**src/rtl/usc_pkg.sv**
```systemverilog
// ----------------------------------------------------------------------------
// usc_pkg
// Shared types, command and status codes and the byte-wide CRC-32 update
// for the upload session checker.
// ----------------------------------------------------------------------------
package usc_pkg;

    localparam int OP_W     = 3;
    localparam int STATUS_W = 4;
    localparam int WORD_W   = 32;
    localparam int BYTE_W   = 8;

    // command codes
    localparam logic [OP_W-1:0] OP_BEGIN   = 3'd0;
    localparam logic [OP_W-1:0] OP_TARGET  = 3'd1;
    localparam logic [OP_W-1:0] OP_SIZE    = 3'd2;
    localparam logic [OP_W-1:0] OP_CRC     = 3'd3;
    localparam logic [OP_W-1:0] OP_DATA    = 3'd4;
    localparam logic [OP_W-1:0] OP_END     = 3'd5;

    // status codes
    localparam logic [STATUS_W-1:0] ST_READY         = 4'd0;
    localparam logic [STATUS_W-1:0] ST_TARGET        = 4'd1;
    localparam logic [STATUS_W-1:0] ST_SIZE          = 4'd2;
    localparam logic [STATUS_W-1:0] ST_CRC           = 4'd3;
    localparam logic [STATUS_W-1:0] ST_BYTE_OK       = 4'd4;
    localparam logic [STATUS_W-1:0] ST_CHUNK_OK      = 4'd5;
    localparam logic [STATUS_W-1:0] ST_DONE          = 4'd6;
    localparam logic [STATUS_W-1:0] ST_NO_SESSION    = 4'd7;
    localparam logic [STATUS_W-1:0] ST_OVERFLOW      = 4'd8;
    localparam logic [STATUS_W-1:0] ST_SIZE_MISMATCH = 4'd9;
    localparam logic [STATUS_W-1:0] ST_CRC_MISMATCH  = 4'd10;

    localparam logic [WORD_W-1:0] CRC_POLY = 32'hEDB8_8320;
    localparam logic [WORD_W-1:0] CRC_ONES = 32'hFFFF_FFFF;

    // one command item
    typedef struct packed {
        logic [OP_W-1:0]   op;
        logic [WORD_W-1:0] value;
        logic [BYTE_W-1:0] data_byte;
        logic              chunk_last;
    } cmd_t;

    // one result item
    typedef struct packed {
        logic [STATUS_W-1:0] status;
        logic [WORD_W-1:0]   received_count;
    } result_t;

    // reflected crc-32 update over one byte, eight shift steps
    function automatic logic [WORD_W-1:0] crc_byte(input logic [WORD_W-1:0] crc_in,
                                                   input logic [BYTE_W-1:0] data);
        logic [WORD_W-1:0] c;
        c = crc_in ^ {{(WORD_W-BYTE_W){1'b0}}, data};
        for (int k = 0; k < BYTE_W; k++) begin
            if (c[0]) begin
                c = (c >> 1) ^ CRC_POLY;
            end else begin
                c = c >> 1;
            end
        end
        return c;
    endfunction

endpackage

```
**src/rtl/usc_session.sv**
```systemverilog
// ----------------------------------------------------------------------------
// usc_session
// Session state and per-item decision: flags, expected size and crc,
// byte count and running crc, updated once per fired item.
// ----------------------------------------------------------------------------
module usc_session
    import usc_pkg::*;
(
    input  logic    aclk,
    input  logic    aresetn,
    input  logic    fire,
    input  cmd_t    cmd,
    output result_t result
);

    logic              active_reg,   active_next;
    logic              target_reg,   target_next;
    logic [WORD_W-1:0] exp_bytes_reg, exp_bytes_next;
    logic [WORD_W-1:0] exp_crc_reg,   exp_crc_next;
    logic [WORD_W-1:0] count_reg,     count_next;
    logic [WORD_W-1:0] crc_reg,       crc_next;
    logic [STATUS_W-1:0] status;
    logic [WORD_W-1:0]   count_upd;
    logic                finish;

    // command decode and state update
    always_comb begin
        active_next    = active_reg;
        target_next    = target_reg;
        exp_bytes_next = exp_bytes_reg;
        exp_crc_next   = exp_crc_reg;
        count_upd      = count_reg;
        crc_next       = crc_reg;
        status         = ST_NO_SESSION;

        if (cmd.op == OP_BEGIN) begin
            active_next    = 1'b1;
            target_next    = 1'b0;
            exp_bytes_next = '0;
            exp_crc_next   = '0;
            count_upd      = '0;
            crc_next       = CRC_ONES;
            status         = ST_READY;
        end else if (active_reg) begin
            case (cmd.op)
                OP_TARGET: begin
                    target_next = 1'b1;
                    status      = ST_TARGET;
                end
                OP_SIZE: begin
                    exp_bytes_next = cmd.value;
                    status         = ST_SIZE;
                end
                OP_CRC: begin
                    exp_crc_next = cmd.value;
                    status       = ST_CRC;
                end
                OP_DATA: begin
                    if (!target_reg) begin
                        status = ST_NO_SESSION;
                    end else if (count_reg >= exp_bytes_reg) begin
                        status = ST_OVERFLOW;
                    end else begin
                        crc_next  = crc_byte(crc_reg, cmd.data_byte);
                        count_upd = count_reg + 32'd1;
                        status    = cmd.chunk_last ? ST_CHUNK_OK : ST_BYTE_OK;
                    end
                end
                OP_END: begin
                    if (count_reg != exp_bytes_reg) begin
                        status = ST_SIZE_MISMATCH;
                    end else if ((crc_reg ^ CRC_ONES) != exp_crc_reg) begin
                        status = ST_CRC_MISMATCH;
                    end else begin
                        status = ST_DONE;
                    end
                end
                default: begin
                    status = ST_NO_SESSION;
                end
            endcase
        end

        // every abort or finish drops the session
        finish = (status == ST_OVERFLOW) || (status == ST_SIZE_MISMATCH) ||
                 (status == ST_CRC_MISMATCH) || (status == ST_DONE);
        count_next = count_upd;
        if (finish) begin
            active_next    = 1'b0;
            target_next    = 1'b0;
            exp_bytes_next = '0;
            exp_crc_next   = '0;
            count_next     = '0;
            crc_next       = CRC_ONES;
        end
    end

    assign result.status         = status;
    assign result.received_count = count_upd;

    // session registers
    always_ff @(posedge aclk) begin
        if (!aresetn) begin
            active_reg    <= 1'b0;
            target_reg    <= 1'b0;
            exp_bytes_reg <= '0;
            exp_crc_reg   <= '0;
            count_reg     <= '0;
            crc_reg       <= CRC_ONES;
        end else if (fire) begin
            active_reg    <= active_next;
            target_reg    <= target_next;
            exp_bytes_reg <= exp_bytes_next;
            exp_crc_reg   <= exp_crc_next;
            count_reg     <= count_next;
            crc_reg       <= crc_next;
        end
    end

endmodule

```
**config.mk**
```make
export PLATFORM = sky130hd
export DESIGN_NAME = usc_session
export DESIGN_NICKNAME = d
export VERILOG_FILES = /design/src/rtl/usc_pkg.sv /design/src/rtl/usc_session.sv
export SDC_FILE = /design/constraint.sdc
export NUM_CORES = 1
export LEC_CHECK = 0
export ABC_CLOCK_PERIOD_IN_PS = 5900
export BUFFER_PORTS_ARGS = -buffer_cell sky130_fd_sc_hd__buf_2
export CAP_MARGIN = 5
export CORE_ASPECT_RATIO = 0.9
export CORE_MARGIN = 1
export CORE_UTILIZATION = 64
export DETAILED_ROUTE_END_ITERATION = 6
export GPL_TIMING_DRIVEN = 0
export PLACE_DENSITY = 0.86
export SLEW_MARGIN = 20
export SYNTH_ARGS = -nofsm -noshare
export SYNTH_HDL_FRONTEND = slang
export SYNTH_SLANG_ARGS = --single-unit
```
**constraint.sdc**
```tcl
create_clock -name aclk -period 5.9 [get_ports aclk]
set_clock_uncertainty 0.1 [all_clocks]
set_input_delay 0.295 -clock aclk [delete_from_list [all_inputs] [get_ports aclk]]
set_output_delay 0.295 -clock aclk [all_outputs]
set_load 0.05 [all_outputs]
```
==> Implementation_results.wiki, run 1 <==
{| class="wikitable"
! Metric !! Value
|-
| Run status || completed
|-
| Initial Util || 66.2%
|-
| First DRT Iteration DRCs || roughly 670
|-
| Category of the critical setup timing path || reg2out
|-
| Antenna Nets Post-Route || 0
|-
| Via count of the first global-routing pass || 6,635
|-
| Slowest Stage Delay on Critical Path || 0.65 ns
|-
| Clock Pin Slew Worst Setup and Hold Paths || 0.06 ns
|-
| FILL cells || roughly 830
|-
| Maximum root-to-sink buffer count || 2
|-
| Power per Cell Area || 266 nW/um^2
|-
| Clock latency reported for the late side of the worst-skew pair || around 0.43 ns
|-
| Synth async-reset ratio || 0%
|-
| Pin slew with the least headroom to its limit || 1.05 ns
|-
| Post-DP HPWL || 16.2 mm
|-
| Portion of synthesized cell area occupied by the leading cell type || between 30% and 40%
|-
| Post-route DRC || 0
|-
| Net count reported at finish || approximately 1,000
|-
| Final count of pins violating max slew || 0
|-
| Static leakage || 3.35 nW
|-
| Crit share post-route || 78.0%
|-
| Most area-hungry cell type in the Yosys netlist || dfxtp_1
|-
| Width of the die || 114 um
|-
| Worst reg-to-reg path cell count || 12
|-
| Worst R2R Setup Slack || ~1.8 ns
|-
| Biggest area contributors in the synthesized netlist || dfxtp_1 36%, xnor2_1 11%, ha_1 5.9%
|-
| Average via count per standard cell || 6.38
|-
| Core Box Area || about 11,000 um^2
|-
| Sinks on Clock Net || 130
|-
| Number of I/O pins || 83
|-
| # Post-CTS Setup Buffers || 0
|-
| Setup repair after global routing missed its margin || no
|-
| TritonCTS Buffers || 17
|-
| Routed WL || 21.9 mm
|-
| Post-synth net total || between 800 and 900
|-
| Wirelength per Cell || between 20 and 25 um
|-
| Worst hold path cell count || 2
|-
| Buffer cell driving the clock tree root || clkbuf_16
|-
| GRT overflow || 0
|-
| Die area || 11,700 um^2
|-
| Worst min-delay path endpoint || exp_bytes_reg[5]$_SDFFE_PN0P_
|-
| Setup TNS || 0 ns
|-
| Destination of the worst register-to-register timing path || crc_reg[2]$_SDFFE_PN1P_
|-
| Avg Cell Area, Syn || 9.08 um^2
|-
| Min Tclk post-route || 4.60 ns
|-
| Sequential fraction of the synthesis area || between 30 and 40%
|-
| Number of synthesized flops with an enable pin || 0
|-
| Commonest register cell after synthesis || dfxtp_1
|-
| Initial antenna violation count || 0
|-
| Commonest non-fill, non-tap cell in the layout || dfxtp_1
|-
| Max VDD drop || between 0.0002 and 0.00025 V
|-
| Worst path arrival time || 4.21 ns
|-
| Core Rows || 36
|-
| Ratio of cells with drive above 1 in the final layout || 15.3%
|-
| Crit path cell chain || ha_1 > a21oi_1 > o21ai_0 > a222oi_1 > nand3_1 > nor4_1 > clkbuf_1 > and3_1 > nor2b_1 > o21a_1 > buf_2
|-
| Area Overhead vs Synth || 17.1%
|-
| H-tree level count || 4
|-
| Beginning of the worst register-to-register path || exp_bytes_reg[14]$_SDFFE_PN0P_
|-
| Netlist area before placement || 7210 um^2
|-
| Least setup slack across all paths after layout || 1.30 ns
|-
| Number of distinct library cells after synthesis || 60
|-
| Vert. Die Dim || 103 um
|-
| Quantity of gates resized following cts || 0
|-
| #FFs+latches synth || 130
|-
| Number of hold-slack violations in the final timing report || 0
|-
| Total of endpoints with negative setup slack in the final report || 0
|-
| Total global-route track usage || 38.9%
|-
| Largest net degree at the start of global routing || 17
|-
| Cell at the slowest stage of the critical path || nor4_1
|-
| Total via count after detailed routing || 6,774
|-
| Worst slack at placement || 1.87 ns
|-
| Number of warnings issued by yosys || 0
|-
| Antenna diodes || 0
|-
| Kind of path behind the tightest hold check || in2reg
|-
| RePlAce Congestion || 1.02
|-
| Category of the worst setup path capture point || primary output
|-
| Maximum achievable frequency || 217 MHz
|-
| Worst hold margin || 0.00741 ns
|-
| I/O Buffers || 80
|-
| Most used cells in the layout excluding fill and tap cells || 130 x dfxtp_1, 91 x xnor2_1, 88 x buf_2, 69 x nor2_1, 52 x nand2_1
|-
| Critical path launch point type || register
|-
| Cell count after synthesis || 794
|-
| Hold_sp || cmd[14]
|-
| Max-capacitance violation count || 0
|-
| TritonCTS clock tree || done
|-
| Endpoint required time on the critical path || between 5 and 6 ns
|-
| Largest fanout of any net on the critical path || 10
|-
| Number of iterations in the first detailed-routing pass || 5
|-
| Headroom to the max-slew limit || 29.4%
|-
| Global-route wire length before repair || 34.1 mm
|}
[cell families after synthesis]
| family | count (synthesis) | share of synthesized area [%] |
|---|---|---|
| buffers and inverters | 89 | 5.29 |
| adder cells (fa/ha/maj) | 34 | 5.90 |
| multiplexers | 2 | 0.278 |
| AND/OR/NAND/NOR | 214 | 14.3 |
| flip-flops | 130 | 36.1 |
| AO/OA/AOI/OAI | 201 | 23.0 |
| XOR/XNOR | 124 | 15.1 |
[per-layer routing]
layer,share of wire (%),track usage (%)
met2,45,61.8
met4,3.1,19.9
met5,0,0
met1,42,50.3
met3,9.5,8.23
[power by group]
group          internal [mW]  switching (mW)  leakage, nW
logic                 0.0945           0.171         2.01
clock network          0.685           0.411        0.295
registers              0.884         0.00467         1.05
total                   1.66           0.586         3.35
[stage by stage]
step	std cells	cell area [um^2]	total power, mW	utilization (%)
floorplan	794	7210	1.08	-
global route	1061	8440	2.30	77.5
CTS	1061	8440	2.24	77.5
detailed placement	1026	7800	1.16	71.6
finish	1061	8440	2.25	77.5
global placement	1026	7800	1.15	71.6
[layout make-up]
cell class	count	area, um^2	share of cell area [%]
plain buffers	41	201	2.39
well taps	152	190	2.25
repair buffers	83	430	5.10
inverters	48	180	2.13
clock buffers	19	453	5.36
multi-input cells	575	4230	50.1
clock inverters	13	159	1.88
flip-flops and latches	130	2600	30.8
[worst max-delay path: cells and delay by family (launching register included)]
kind	cells	cell delay, ns
and+or+nand+nor	4	1.42
AOI/OAI and AO/OA	4	0.80
DFF	1	0.50
adders and majority gates	1	0.32
buffers and inverters	2	0.73
[worst max path at each step]
stage	cells past startpoint	slack (ns)	start	end
6_report	11	1.30	count_reg[23]$_SDFFE_PN0P_	result[30]
5_1_grt	10	1.09	count_reg[23]$_SDFFE_PN0P_	result[23]
4_1_cts	11	1.41	count_reg[23]$_SDFFE_PN0P_	result[30]
3_5_place_dp	10	1.87	count_reg[23]$_SDFFE_PN0P_	result[23]
3_3_place_gp	11	1.99	count_reg[23]$_SDFFE_PN0P_	result[20]
2_1_floorplan	10	2.07	count_reg[7]$_SDFFE_PN0P_	result[13]
[cell usage after synthesis, types with 2 or more instances]
master,instances
a211o_1,32
a21boi_0,2
a21o_1,3
a21oi_1,27
a22o_1,47
a31oi_1,4
a32o_1,32
a41oi_1,2
and2_1,3
and3_1,11
buf_2,8
buf_4,4
buf_6,3
clkbuf_1,26
dfxtp_1,130
ha_1,34
inv_1,48
mux2i_1,2
nand2_1,52
nand3_1,15
nand4_1,18
nor2_1,69
nor2b_1,6
nor3_1,6
nor4_1,15
o211ai_1,9
o21a_1,9
o21ai_0,11
o31ai_1,4
or2_1,2
or3_1,9
xnor2_1,91
xor2_1,33
[timing repair]
item | 4_1_cts | 5_1_grt
hold buffers | 3 | 0
setup endpoints to repair | 0 | 0
endpoints found under the hold margin | 3 | 0
Power figures use the tool's default switching activity.
==> run 2, diff against run 1 <==
Settings changed: ABC_CLOCK_PERIOD_IN_PS 5900 to 4400, CORE_UTILIZATION 64 to 59, PLACE_DENSITY 0.86 to 0.8.
Clock period 5.9 ns to 4.4 ns, I/O delays scaled along.
==> Implementation_results.wiki, run 2 (same netlist as run 1, synthesis figures left out) <==
{| class="wikitable"
! Metric !! Value
|-
| Crit share post-route || 96.5%
|-
| Initial Util || 61.8% (-4.3 points)
|-
| Headroom to the max-slew limit || 29.1% (-0.31 points)
|-
| Vert. Die Dim || 107 um (+4.1%)
|-
| I/O Buffers || 80 (unchanged)
|-
| Width of the die || 119 um (+4.1%)
|-
| Least setup slack across all paths after layout || 0.156 ns (-1.14 ns)
|-
| Commonest non-fill, non-tap cell in the layout || dfxtp_1
|-
| Buffer cell driving the clock tree root || clkbuf_16
|-
| Post-DP HPWL || 15.9 mm (-2.1%)
|-
| Int Power || 2.18 mW (+31%)
|-
| Final count of pins violating max slew || 0 (unchanged)
|-
| Fin area || 8750 um^2 (+3.6%)
|-
| Global-route wire length before repair || 34.9 mm (+2.2%)
|-
| First DRT Iteration DRCs || 761 (+14%)
|-
| Min Tclk post-route || 4.24 ns
|-
| Largest fanout of any net on the critical path || 7 (-3)
|-
| Number of hold-slack violations in the final timing report || 0 (unchanged)
|-
| Category of the worst setup path capture point || primary output
|-
| Routed length on met3 || 2.00 mm (-3.8%)
|-
| Fraction of power consumed by the clock network || 46.9% (-1.8 points)
|-
| Antenna Nets Post-Route || 0 (unchanged)
|-
| Number of I/O pins || 83 (unchanged)
|-
| Combinational cell fraction of total power || 12.9% (+1.1 points)
|-
| Top sig layer || met4
|-
| Pin slew with the least headroom to its limit || 1.06 ns (+0.00987 ns)
|-
| Post-route DRC || 0 (unchanged)
|-
| DR WL met2 || 9.92 mm (+0.71%)
|-
| Worst slack at placement || 0.517 ns (-1.35 ns)
|-
| Largest net degree at the start of global routing || 17 (unchanged)
|-
| Run status || completed
|-
| Total global-route track usage || 36.0% (-2.9 points)
|-
| Portion of total power attributed to sequential cells || 40.1% (+0.6 points)
|-
| Most used cells in the layout excluding fill and tap cells || 129 x dfxtp_1, 91 x xnor2_1, 88 x buf_2, 69 x nor2_1, 52 x nand2_1
|-
| Total of endpoints with negative setup slack in the final report || 0 (unchanged)
|-
| Sw power || 0.793 mW (+35%)
|-
| Wirelength per Cell || 20.2 um (-2.1%)
|-
| Overall Power || 2.97 mW (+32%)
|-
| Worst path arrival time || 3.92 ns (-0.29 ns)
|-
| Die area || 12,700 um^2 (+8.3%)
|-
| Setup repair after global routing missed its margin || no
|-
| Post-layout util || 75.0% (-2.5 points)
|-
| Layout Cells excl Fill || 1,094 (+3.1%)
|-
| Category of the critical setup timing path || reg2out
|-
| Max VDD drop || 0.000259 V (+17%)
|-
| Routed WL || 22.1 mm (+0.98%)
|-
| Placed cell areas || 7810 um^2 (about the same)
|-
| Area Overhead vs Synth || 21.3%
|-
| Critical path launch point type || register
|-
| TritonCTS clock tree || done
|-
| TritonCTS Buffers || 17 (unchanged)
|-
| GRT overflow || 0 (unchanged)
|-
| Average via count per standard cell || 6.23 (-2.5%)
|-
| Sinks on Clock Net || 130 (unchanged)
|-
| Worst hold margin || 0.261 ns (+0.254 ns)
|-
| Static leakage || 3.46 nW (+3.4%)
|-
| Net count reported at finish || 1,007 (+3.1%)
|-
| Endpoint required time on the critical path || 4.08 ns (-1.43 ns)
|-
| Number of iterations in the first detailed-routing pass || 6 (+1)
|-
| Maximum root-to-sink buffer count || 2 (unchanged)
|-
| Antenna diodes || 0 (unchanged)
|-
| Via count of the first global-routing pass || 6,605 (-0.45%)
|-
| Core Box Area || 11,700 um^2 (+7.0%)
|-
| Kind of path behind the tightest hold check || in2reg
|-
| # Post-CTS Setup Buffers || 0 (unchanged)
|-
| Setup TNS || 0 ns (unchanged)
|-
| Ratio of cells with drive above 1 in the final layout || 14.9% (-0.37 points)
|-
| Initial antenna violation count || 0 (unchanged)
|-
| Total instance count after detailed placement || 1,030 (+0.39%)
|-
| Clock Pin Slew Worst Setup and Hold Paths || 0.06 ns (about the same)
|-
| Max-capacitance violation count || 0 (unchanged)
|-
| Switch share || 26.7% (+0.64 points)
|-
| Clock latency reported for the late side of the worst-skew pair || 0.43 ns (about the same)
|-
| RePlAce Congestion || 0.964 (-5.9%)
|-
| Core Rows || 37 (+2.8%)
|-
| Maximum achievable frequency || 236 MHz
|-
| Met1 Routed Length || 9.74 mm (+4.9%)
|-
| H-tree level count || 4 (unchanged)
|-
| Power per Cell Area || 340 nW/um^2 (+27%)
|-
| Total via count after detailed routing || 6,812 (+0.56%)
|}
-- run 2: path summary, 6_finish.rpt --
kind,startpoint,end,slack (ns),cells past startpoint
max,count_reg[7]$_SDFFE_PN0P_,result[13],0.16,11
min,fire,active_reg$_SDFFE_PN0P_,0.26,3
max reg2reg,count_reg[0]$_SDFFE_PN0P_,crc_reg[2]$_SDFFE_PN1P_,0.40,12
min reg2reg,exp_bytes_reg[17]$_SDFFE_PN0P_,exp_bytes_reg[17]$_SDFFE_PN0P_,0.39,1
-- run 2: power by group through the flow --
stage | Clock, mW | Sequential, mW | Combinational, mW
after floorplan | 0 | 1.22 | 0.239
after global placement | 0 | 1.22 | 0.333
after detailed placement | 0 | 1.22 | 0.338
after CTS | 1.40 | 1.19 | 0.366
after global routing | 1.46 | 1.19 | 0.408
final | 1.39 | 1.19 | 0.384
-- run 2: area by class of cell --
cell class              instances  area, um^2
repair buffers                113         731
inverters                      48         180
flip-flops and latches        130        2600
clock buffers                  19         443
multi-input cells             575        4260
clock inverters                12         135
fillers                       914        2920
well taps                     156         195
plain buffers                  41         201
-- run 2: metal layers --
metal / up-vias / GRT usage [%]
met4: 0 / 12.7
met5: - / 0
met2: 361 / 56.0
met3: 46 / 8.30
li1: 3144 / -
met1: 3261 / 48.9
-- run 2: worst max-delay path, stage by stage (launching register included) --
cell and delay, ns:
dfxtp_1 0.53, ha_1 0.33, a21oi_1 0.15, o21ai_0 0.11, a221o_1 0.30, o31a_1 0.40, or2_1 0.23, buf_2 0.17
or3_1 0.44, or3_1 0.34, a21oi_1 0.21, buf_2 0.30
-- run 2: timing repair --
item / 4_1_cts / 5_1_grt
endpoints found under the setup margin: 1 / 16
hold buffers: 33 / 0
gates resized for setup: 1 / 4
hold endpoints to repair: 65 / 0
